**src/rtl/afr_pkg.sv**
```systemverilog
package afr_pkg;

  localparam logic [7:0] START_BYTE = 8'h7E;
  localparam logic [7:0] RESET_FRAME_TYPE = 8'h90;
  localparam logic [7:0] CSUM_BASE = 8'hFF;
  localparam int MAX_FRAME_DATA_DEFAULT = 64;

  typedef enum logic [1:0] {
    PH_HUNT = 2'd0,
    PH_LEN  = 2'd1,
    PH_DATA = 2'd2,
    PH_CSUM = 2'd3
  } phase_t;

  typedef enum logic [1:0] {
    KIND_DISCARD = 2'd0,
    KIND_LEN     = 2'd1,
    KIND_DATA    = 2'd2,
    KIND_END     = 2'd3
  } kind_t;

  typedef struct packed {
    kind_t       kind;
    logic [5:0]  position;
    logic [7:0]  data;
    logic        good;
    logic        overflow;
  } result_t;

endpackage

```
**src/rtl/api_frame_receiver_core.sv**
```systemverilog
// channel   direction  handshake            payload
// in        sink       in_valid / in_stall  rx_byte
// out       source     out_valid / out_stall out_kind, data_position, data_byte,
//                                           frame_good, frame_overflow
// cfg       sink       cfg_valid / cfg_ready cfg_data (accepted frame type)
//
// one byte per clock while in_stall is low, one result per byte, registered to out_valid
// parse state updates in the accepting cycle, result lands in the output register
// a stalled output keeps taking one more beat into the skid register
// in_stall rises only while the skid register is full
// rst is synchronous: hunting for start byte, frame type back to 0x90
module api_frame_receiver_core #(
  parameter int MAX_FRAME_DATA = afr_pkg::MAX_FRAME_DATA_DEFAULT
) (
  input  logic       clk,
  input  logic       rst,
  // received bytes
  input  logic       in_valid,
  output logic       in_stall,
  input  logic [7:0] rx_byte,
  // parse results
  output logic       out_valid,
  input  logic       out_stall,
  output logic [1:0] out_kind,
  output logic [5:0] data_position,
  output logic [7:0] data_byte,
  output logic       frame_good,
  output logic       frame_overflow,
  // frame type register
  input  logic       cfg_valid,
  output logic       cfg_ready,
  input  logic [7:0] cfg_data
);

  logic [7:0] frame_type;

  // skid stage behind the output register
  logic             skid_valid;
  afr_pkg::result_t skid;
  afr_pkg::result_t result;
  afr_pkg::result_t out_reg;

  logic accept;
  logic out_free;

  assign in_stall  = skid_valid;
  assign accept    = in_valid && !in_stall;
  assign out_free  = !out_valid || !out_stall;
  assign cfg_ready = 1'b1;

  // config write, taken at any time
  always_ff @(posedge clk) begin
    if (rst) begin
      frame_type <= afr_pkg::RESET_FRAME_TYPE;
    end else if (cfg_valid && cfg_ready) begin
      frame_type <= cfg_data;
    end
  end

  // per-byte parser with its own frame state
  afr_parser #(
    .MAX_FRAME_DATA(MAX_FRAME_DATA)
  ) u_parser (
    .clk       (clk),
    .rst       (rst),
    .accept    (accept),
    .rx_byte   (rx_byte),
    .frame_type(frame_type),
    .result    (result)
  );

  // output and skid occupancy
  always_ff @(posedge clk) begin
    if (rst) begin
      out_valid  <= 1'b0;
      skid_valid <= 1'b0;
    end else if (out_free) begin
      // skid drains first; no beat is taken while it is full
      if (skid_valid) begin
        out_valid  <= 1'b1;
        skid_valid <= 1'b0;
      end else begin
        out_valid <= accept;
      end
    end else if (accept) begin
      skid_valid <= 1'b1;
    end
  end

  // payload, no reset needed
  always_ff @(posedge clk) begin
    if (out_free) begin
      if (skid_valid) begin
        out_reg <= skid;
      end else if (accept) begin
        out_reg <= result;
      end
    end else if (accept) begin
      skid <= result;
    end
  end

  assign out_kind       = out_reg.kind;
  assign data_position  = out_reg.position;
  assign data_byte      = out_reg.data;
  assign frame_good     = out_reg.good;
  assign frame_overflow = out_reg.overflow;

  // skid only fills behind a held output
  a_skid_behind_out : assert property (@(posedge clk) disable iff (rst)
    skid_valid |-> out_valid)
    else $error("skid holds a beat while output register is empty");

  // a held result with a full skid stays in place
  a_hold_with_skid : assert property (@(posedge clk) disable iff (rst)
    (out_valid && out_stall && skid_valid) |=> (out_valid && skid_valid))
    else $error("beat lost while output stalled");

  // end flags only on frame end and never both
  a_flags_on_end : assert property (@(posedge clk) disable iff (rst)
    (out_valid && (frame_good || frame_overflow)) |->
      (out_kind == afr_pkg::KIND_END && !(frame_good && frame_overflow)))
    else $error("frame flags set outside frame end");

  // position only carried by data beats
  a_position_on_data : assert property (@(posedge clk) disable iff (rst)
    (out_valid && out_kind != afr_pkg::KIND_DATA) |-> (data_position == 6'd0))
    else $error("data position set on non-data beat");

endmodule

```
**src/rtl/afr_parser.sv**
```systemverilog
module afr_parser #(
  parameter int MAX_FRAME_DATA = afr_pkg::MAX_FRAME_DATA_DEFAULT
) (
  input  logic             clk,
  input  logic             rst,
  input  logic             accept,
  input  logic [7:0]       rx_byte,
  input  logic [7:0]       frame_type,
  output afr_pkg::result_t result
);

  localparam int CountW = $clog2(MAX_FRAME_DATA + 1);

  afr_pkg::phase_t phase, phase_next;
  logic              len_seen, len_seen_next;
  logic [15:0]       remaining, remaining_next;
  logic [CountW-1:0] data_count, data_count_next;
  logic [7:0]        running_sum, running_sum_next;
  logic [7:0]        first_byte, first_byte_next;

  logic [15:0] full_len;
  logic [15:0] rem_dec;

  assign full_len = {remaining[15:8], rx_byte};
  assign rem_dec  = remaining - 16'd1;

  always_comb begin
    phase_next       = phase;
    len_seen_next    = len_seen;
    remaining_next   = remaining;
    data_count_next  = data_count;
    running_sum_next = running_sum;
    first_byte_next  = first_byte;
    result.kind      = afr_pkg::KIND_DISCARD;
    result.position  = 6'd0;
    result.data      = rx_byte;
    result.good      = 1'b0;
    result.overflow  = 1'b0;
    if (rx_byte == afr_pkg::START_BYTE) begin
      // resync on any start byte, frame in progress is dropped
      phase_next       = afr_pkg::PH_LEN;
      len_seen_next    = 1'b0;
      remaining_next   = 16'd0;
      data_count_next  = '0;
      running_sum_next = 8'd0;
      first_byte_next  = 8'd0;
    end else begin
      case (phase)
        afr_pkg::PH_LEN: begin
          result.kind = afr_pkg::KIND_LEN;
          if (!len_seen) begin
            remaining_next = {rx_byte, 8'h00};
            len_seen_next  = 1'b1;
          end else begin
            remaining_next = full_len;
            len_seen_next  = 1'b0;
            phase_next     = (full_len == 16'd0) ? afr_pkg::PH_CSUM : afr_pkg::PH_DATA;
          end
        end
        afr_pkg::PH_DATA: begin
          if (data_count >= CountW'(MAX_FRAME_DATA)) begin
            phase_next      = afr_pkg::PH_HUNT;
            result.kind     = afr_pkg::KIND_END;
            result.overflow = 1'b1;
          end else begin
            if (data_count == '0) begin
              first_byte_next = rx_byte;
            end
            running_sum_next = running_sum + rx_byte;
            result.kind      = afr_pkg::KIND_DATA;
            result.position  = 6'(data_count);
            data_count_next  = data_count + CountW'(1);
            remaining_next   = rem_dec;
            if (rem_dec == 16'd0) begin
              phase_next = afr_pkg::PH_CSUM;
            end
          end
        end
        afr_pkg::PH_CSUM: begin
          phase_next  = afr_pkg::PH_HUNT;
          result.kind = afr_pkg::KIND_END;
          result.good = (first_byte == frame_type) &&
                        ((afr_pkg::CSUM_BASE - running_sum) == rx_byte);
        end
        default: begin
          result.kind = afr_pkg::KIND_DISCARD;
        end
      endcase
    end
  end

  always_ff @(posedge clk) begin
    if (rst) begin
      phase       <= afr_pkg::PH_HUNT;
      len_seen    <= 1'b0;
      remaining   <= 16'd0;
      data_count  <= '0;
      running_sum <= 8'd0;
      first_byte  <= 8'd0;
    end else if (accept) begin
      phase       <= phase_next;
      len_seen    <= len_seen_next;
      remaining   <= remaining_next;
      data_count  <= data_count_next;
      running_sum <= running_sum_next;
      first_byte  <= first_byte_next;
    end
  end

endmodule
```
**config.mk**
```make
export PLATFORM = sky130hd
export DESIGN_NAME = api_frame_receiver_core
export DESIGN_NICKNAME = d
export VERILOG_FILES = /design/src/rtl/afr_pkg.sv /design/src/rtl/api_frame_receiver_core.sv /design/src/rtl/afr_parser.sv
export SDC_FILE = /design/constraint.sdc
export NUM_CORES = 1
export LEC_CHECK = 0
export BUFFER_PORTS_ARGS = -buffer_cell sky130_fd_sc_hd__buf_2
export CELL_PAD_IN_SITES_DETAIL_PLACEMENT = 2
export CELL_PAD_IN_SITES_GLOBAL_PLACEMENT = 2
export CORE_MARGIN = 4
export CORE_UTILIZATION = 38
export CTS_CLUSTER_SIZE = 10
export DETAILED_ROUTE_END_ITERATION = 8
export MAX_ROUTING_LAYER = met4
export PLACE_DENSITY_LB_ADDON = 0.1
export REMOVE_ABC_BUFFERS = 1
export SLEW_MARGIN = 20
export SYNTH_ARGS = -nofsm -noshare
export SYNTH_HDL_FRONTEND = slang
export SYNTH_SLANG_ARGS = --single-unit
```
**constraint.sdc**
```tcl
create_clock -name clk -period 3.3 [get_ports clk]
set_clock_uncertainty 0.05 [all_clocks]
set_input_delay 0.66 -clock clk [delete_from_list [all_inputs] [get_ports clk]]
set_output_delay 0.66 -clock clk [all_outputs]
set_load 0.01 [all_outputs]
```
== After elaboration in Yosys (flattened, before gate mapping) ==
Index checks and enable logic that the tools add are counted.

* Register bits after elaboration: 88
* Logic and storage cells: 96

* Add/sub/neg operators: 4
* $lt $le $gt $ge: 1
* Equal/unequal tests: 11
* Mux-type cells: 35
* Bitwise operators: 1
* Reduce and logical (&&, ||, !) cells: 24

{| class="wikitable"
|+ Operators with widths
! kind !! number
|-
| 8-bit 2-to-1 mux || 8
|-
| 16-bit 2-to-1 mux || 3
|-
| 18-bit 2-to-1 mux || 2
|-
| 16-bit logical NOT || 2
|-
| 16-bit one-hot mux with 2 select lines || 1
|-
| 7-bit 2-to-1 mux || 3
|-
| 8-bit == test || 2
|-
| 16-bit by 1-bit subtractor with 16-bit output (second input constant) || 1
|-
| 6-bit 2-to-1 mux || 2
|-
| 2-bit one-hot mux with 3 select lines || 2
|-
| 4-bit AND reduction || 3
|-
| 2-bit 2-to-1 mux || 5
|-
| 1-bit 2-to-1 mux || 9
|-
| 8-bit adder || 1
|-
| 8-bit by 7-bit == test with 1-bit output (second input constant) || 1
|-
| 2-bit nonzero test || 4
|-
| 8-bit subtractor (first input constant) || 1
|-
| 7-bit by 1-bit adder with 7-bit output (second input constant) || 1
|-
| 7-bit greater-or-equal comparator (second input constant) || 1
|-
| 7-bit logical NOT || 1
|-
| 2-bit AND reduction || 3
|-
| 3-bit AND reduction || 2
|-
| 2-bit == test (second input constant) || 2
|-
| 4-bit by 1-bit != test with 1-bit output (second input constant) || 1
|-
| other kinds (12) || 15
|}

== Depth between registers and ports, before layout ==
* Word-level depth: 7
* Gate-level depth with buffers: 10

== Cells and area by module ==
A second synthesis with hierarchy kept.

* Cells, all modules: 465
* Area total of the unflattened synthesis: 4707.0 µm²

{| class="wikitable"
|+ By module, submodules not included
! module !! instances !! cells an instance !! area each (µm²) !! sequential area each (µm²)
|-
| afr_parser || 1 || 372 || 2951.6 || 840.8
|-
| api_frame_receiver_core || 1 || 93 || 1755.4 || 1281.2
|}

== Worst setup path after synthesis ==
No wires, ideal clock.

* Path type: input to register
* From: input port rx_byte[7]
* To: register u_parser.phase[0]
* Setup time: 0.123 ns
* Arrival time: 2.506 ns
* Path slack: 0.620 ns
* Cell stages on the path: 6
* Path buffers: 1
* Cell sequence: clkbuf_1 -> or4_4 -> a221o_1 -> a2111oi_1 -> a21oi_1 -> mux2_1

* Word-level cells in the longest chain between the ends: 5
* Elaborated cells between the ends (all ways): 10
* Those cells by class: eq/ne: 3; mux: 4; reduce/logical: 3

{| class="wikitable"
|+ Ends and longest elaborated chain
! element !! line !! text
|-
| from (decl) || api_frame_receiver_core.sv:20 || <nowiki>input logic [7:0] rx_byte,</nowiki>
|-
| 16-bit logical NOT || afr_parser.sv:57 || <nowiki>phase_next = (full_len == 16'd0) ? afr_pkg::PH_CSUM : afr_pkg::PH_DATA;</nowiki>
|-
| 1-bit 2-to-1 mux || afr_parser.sv:57 ||
|-
| 2-bit 2-to-1 mux || afr_parser.sv:51 || <nowiki>if (!len_seen) begin</nowiki>
|-
| 2-bit one-hot mux with 3 select lines || afr_parser.sv:48 || <nowiki>case (phase)</nowiki>
|-
| 2-bit 2-to-1 mux || afr_parser.sv:39 || <nowiki>if (rx_byte == afr_pkg::START_BYTE) begin</nowiki>
|-
| to (signal assigned) || afr_parser.sv:94 || <nowiki>phase <= afr_pkg::PH_HUNT;</nowiki>
|-
| to (signal assigned) || afr_parser.sv:101 || <nowiki>phase <= phase_next;</nowiki>
|-
| to (decl) || afr_parser.sv:14 || <nowiki>afr_pkg::phase_t phase, phase_next;</nowiki>
|}

Parallel ways exist; a longest one is shown, timed or not. The select of a mux whose other input is x is not followed.
A chain may end at the register's enable or synchronous reset.

== Worst setup path after layout ==
* From: input port rx_byte[6]
* To: register u_parser.phase[0]

Same word-level chain as after synthesis.

==> flow_metrics.tcl <==
set metrics [dict create \
    globalRouteOverflowTotal 0 \
    syn_to_final_growth_pct 14.6 \
    firstDrtPassIters 4 \
    crit_family "compound AO/OA/AOI/OAI gates" \
    r2r_cells 8 \
    clock-sinks 88 \
    rsz0062_at_grt "false" \
    hold_path_class "input port to register" \
    wl_met3_um 440 \
    grt_pass1_wl_mm 23.9 \
    synth.distinct_cells 58 \
    grt_pass1_vias 4227 \
    critPathRequiredTime_ns 3.49 \
    htree_levels 3 \
    max_freq_mhz 369 \
    outcome "finished clean" \
    placed_cell_area_um2 4980 \
    drtIter0Drc 173 \
    core_um2 11600 \
    yosysWarnings 0 \
    ant_nets 0 \
    finalSetupTns_ns 0 \
    drive_gt1_share_pct 18.1 \
    critPathCaptureType "register" \
    initial_core_util_pct 39.6 \
    synthArstFlopShare_pct 0 \
    cp-start-kind "input port" \
    slowest_stage "or4_4" \
    cp_data_arrival_time_ns 2.89 \
    min_path_cells 2 \
    wl_met1_mm 6.31 \
    clockBufferDepth 2 \
    avgSynthCellArea_um2 9.71 \
    crit_cells 7 \
    synth_area_um2 4590 \
    max_stage_delay_ns 0.62 \
    path_cells "buf_2 > nand4_2 > or4_4 > a221o_1 > a2111oi_1 > a21oi_1 > mux2_1" \
    antenna_cells 0 \
    hold_viol 0 \
    synth-seq-area-share_pct 46.2 \
    highest_layer "met4" \
    drt_wl_total_mm 14.6 \
    cts-root-buf "clkbuf_16" \
    power.density_nw_per_um2 440 \
    rows 39 \
    cts_resized 0 \
    path_class "input port to register" \
    port_buffers 40 \
    place.gp.congestion 0.795 \
    synthFlopType "dfxtp_1" \
    drv_slew 0 \
    grt_max_degree 34 \
    fin_crit_sh_pct 82.1 \
    critPathBufInv 1 \
    netlist_instances 473 \
    cts_tree "built" \
    clk_pin_slew_ns 0.06 \
    die-width_um 118 \
    final_area_um2 5270 \
    setup_violations 0 \
    vias_per_cell 5.75 \
    dr_wl_met2_mm 7.65 \
    nets 545 \
    vdd_drop_max_uv 277 \
    slew_headroom_pct 48.8 \
    wl_per_cell_um 22.2 \
    grt_usage_pct 22.6 \
    maxCapViolCount 0 \
    critical_path_peak_fanout 13 \
    fp.dieArea_um2 13900 \
    vias 3775 \
    ys_seq_elements 88 \
    antenna_found_initial 0 \
    die_h_um 118 \
    period_needed_ns 2.71 \
    ioPinCount 42 \
    synth-edff-count 36 \
    dp_hpwl_mm 10.5 \
    ctsHoldBuffers 0 \
    insertion_delay_ns 0.35 \
    cts_setup_buffers 0 \
    p_leak_nw 2.16 \
    worst_pin_slew_ns 0.762 \
    cts_buffers 9 \
    drc 0 \
]
## power breakdown
group / switching [W] / internal [W] / total [W]
clock network: 0.000452 / 0.000534 / 0.000986
registers: 0.0000125 / 0.00116 / 0.00117
logic: 0.0000995 / 0.0000587 / 0.000158
total: 0.000564 / 0.00175 / 0.00231
## worst paths after layout
check        slack [ns]               startpoint                 endpoint
min                0.47              cfg_data[4]            frame_type[4]
max reg2reg        0.61    u_parser.remaining[1]        u_parser.phase[0]
max                0.59               rx_byte[6]        u_parser.phase[0]
min reg2reg        0.47  u_parser.running_sum[4]  u_parser.running_sum[4]
## cell type report
type                       instances  area, µm²
tap                              143        179
fill                            1249       6350
timing repair buffer              58        335
clock buffer                      12        246
inverter                          13       48.8
multi-input combinational        339       2310
sequential                        88       2120
clock inverter                     4       28.8
## synth_stat cells, types with 2 or more instances
master	number	area [µm²]
o21ai_1	3	15.0
or3_1	2	12.5
a21oi_1	22	110
nand2_1	28	105
and3_1	9	56.3
nand3b_1	4	30.0
xnor2_1	15	131
o211ai_1	3	22.5
buf_1	4	15.0
or4_1	2	15.0
nand3_1	6	30.0
and3b_1	2	17.5
inv_1	13	48.8
clkbuf_1	27	101
edfxtp_1	36	1080
nand4_1	9	56.3
a2bb2oi_1	6	52.6
mux2_2	15	169
nor4b_1	2	17.5
dfxtp_1	52	1040
xor2_1	17	149
nor3b_1	8	60.1
nor4_1	9	56.3
a221oi_1	2	17.5
a21o_1	6	45.0
or4b_2	2	20.0
o31ai_1	2	15.0
mux2i_1	12	120
o21bai_1	2	15.0
a211o_1	2	17.5
a31oi_1	3	18.8
a22oi_1	22	165
nor3_1	13	65.1
nor2b_1	5	31.3
o21ai_0	7	35.0
ha_1	14	175
nor2_1	64	240
nand2b_1	3	18.8
## cells by family after synthesis
family | share of synthesized area [%]
buffers and inverters | 3.87
multiplexers | 6.54
other | 0.0816
flip-flops | 46.2
adder cells (fa/ha/maj) | 4.25
AND/OR/NAND/NOR | 19.3
XOR/XNOR | 6.10
AO/OA/AOI/OAI | 13.7
## registers in the layout, summed over array words and instances, names as in the netlist
signal                count
skid                     18
u_parser.remaining       16
data_byte                 8
frame_type                8
u_parser.first_byte       8
u_parser.running_sum      8
u_parser.data_count       7
data_position             6
out_kind                  2
u_parser.phase            2
frame_good                1
frame_overflow            1
in_stall                  1
out_valid                 1
u_parser.len_seen         1
## metrics by stage
step / total power, W / hold WS (ns) / util, % / worst slack, ns / cells
2_1_floorplan: 0.00126 / 0.427 / - / 0.319 / 440
3_3_place_gp: 0.00134 / 0.447 / 42.9 / 0.330 / 641
3_5_place_dp: 0.00135 / 0.464 / 42.9 / 0.252 / 641
4_1_cts: 0.00233 / 0.457 / 45.3 / 0.589 / 657
5_1_grt: 0.00240 / 0.464 / 45.3 / 0.473 / 657
6_report: 0.00231 / 0.466 / 45.3 / 0.592 / 657
## routing by layer
layer  vias up  GRT usage (%)
met3        15           3.84
met1      1913           26.1
met5         -              -
met4         0           7.25
met2        58           39.8
li1       1789              -
## layout by cell type (no fill, tap or decap), types with 3 or more instances in the layout
cell type / count
nor2_1: 64
dfxtp_1: 52
buf_2: 40
edfxtp_1: 36
nand2_1: 28
a22oi_1: 22
a21oi_1: 21
buf_4: 18
xor2_1: 17
mux2_2: 15
xnor2_1: 15
ha_1: 14
inv_1: 13
nor3_1: 13
mux2i_1: 12
and3_1: 9
nor4_1: 9
nand4_1: 9
clkbuf_16: 9
nor3b_1: 8
o21ai_0: 7
a21o_1: 6
nand3_1: 6
a2bb2oi_1: 6
nor2b_1: 5
nand3b_1: 4
nand2b_1: 3
o21ai_1: 3
o211ai_1: 3
a31oi_1: 3
Power figures use the tool's default switching activity.
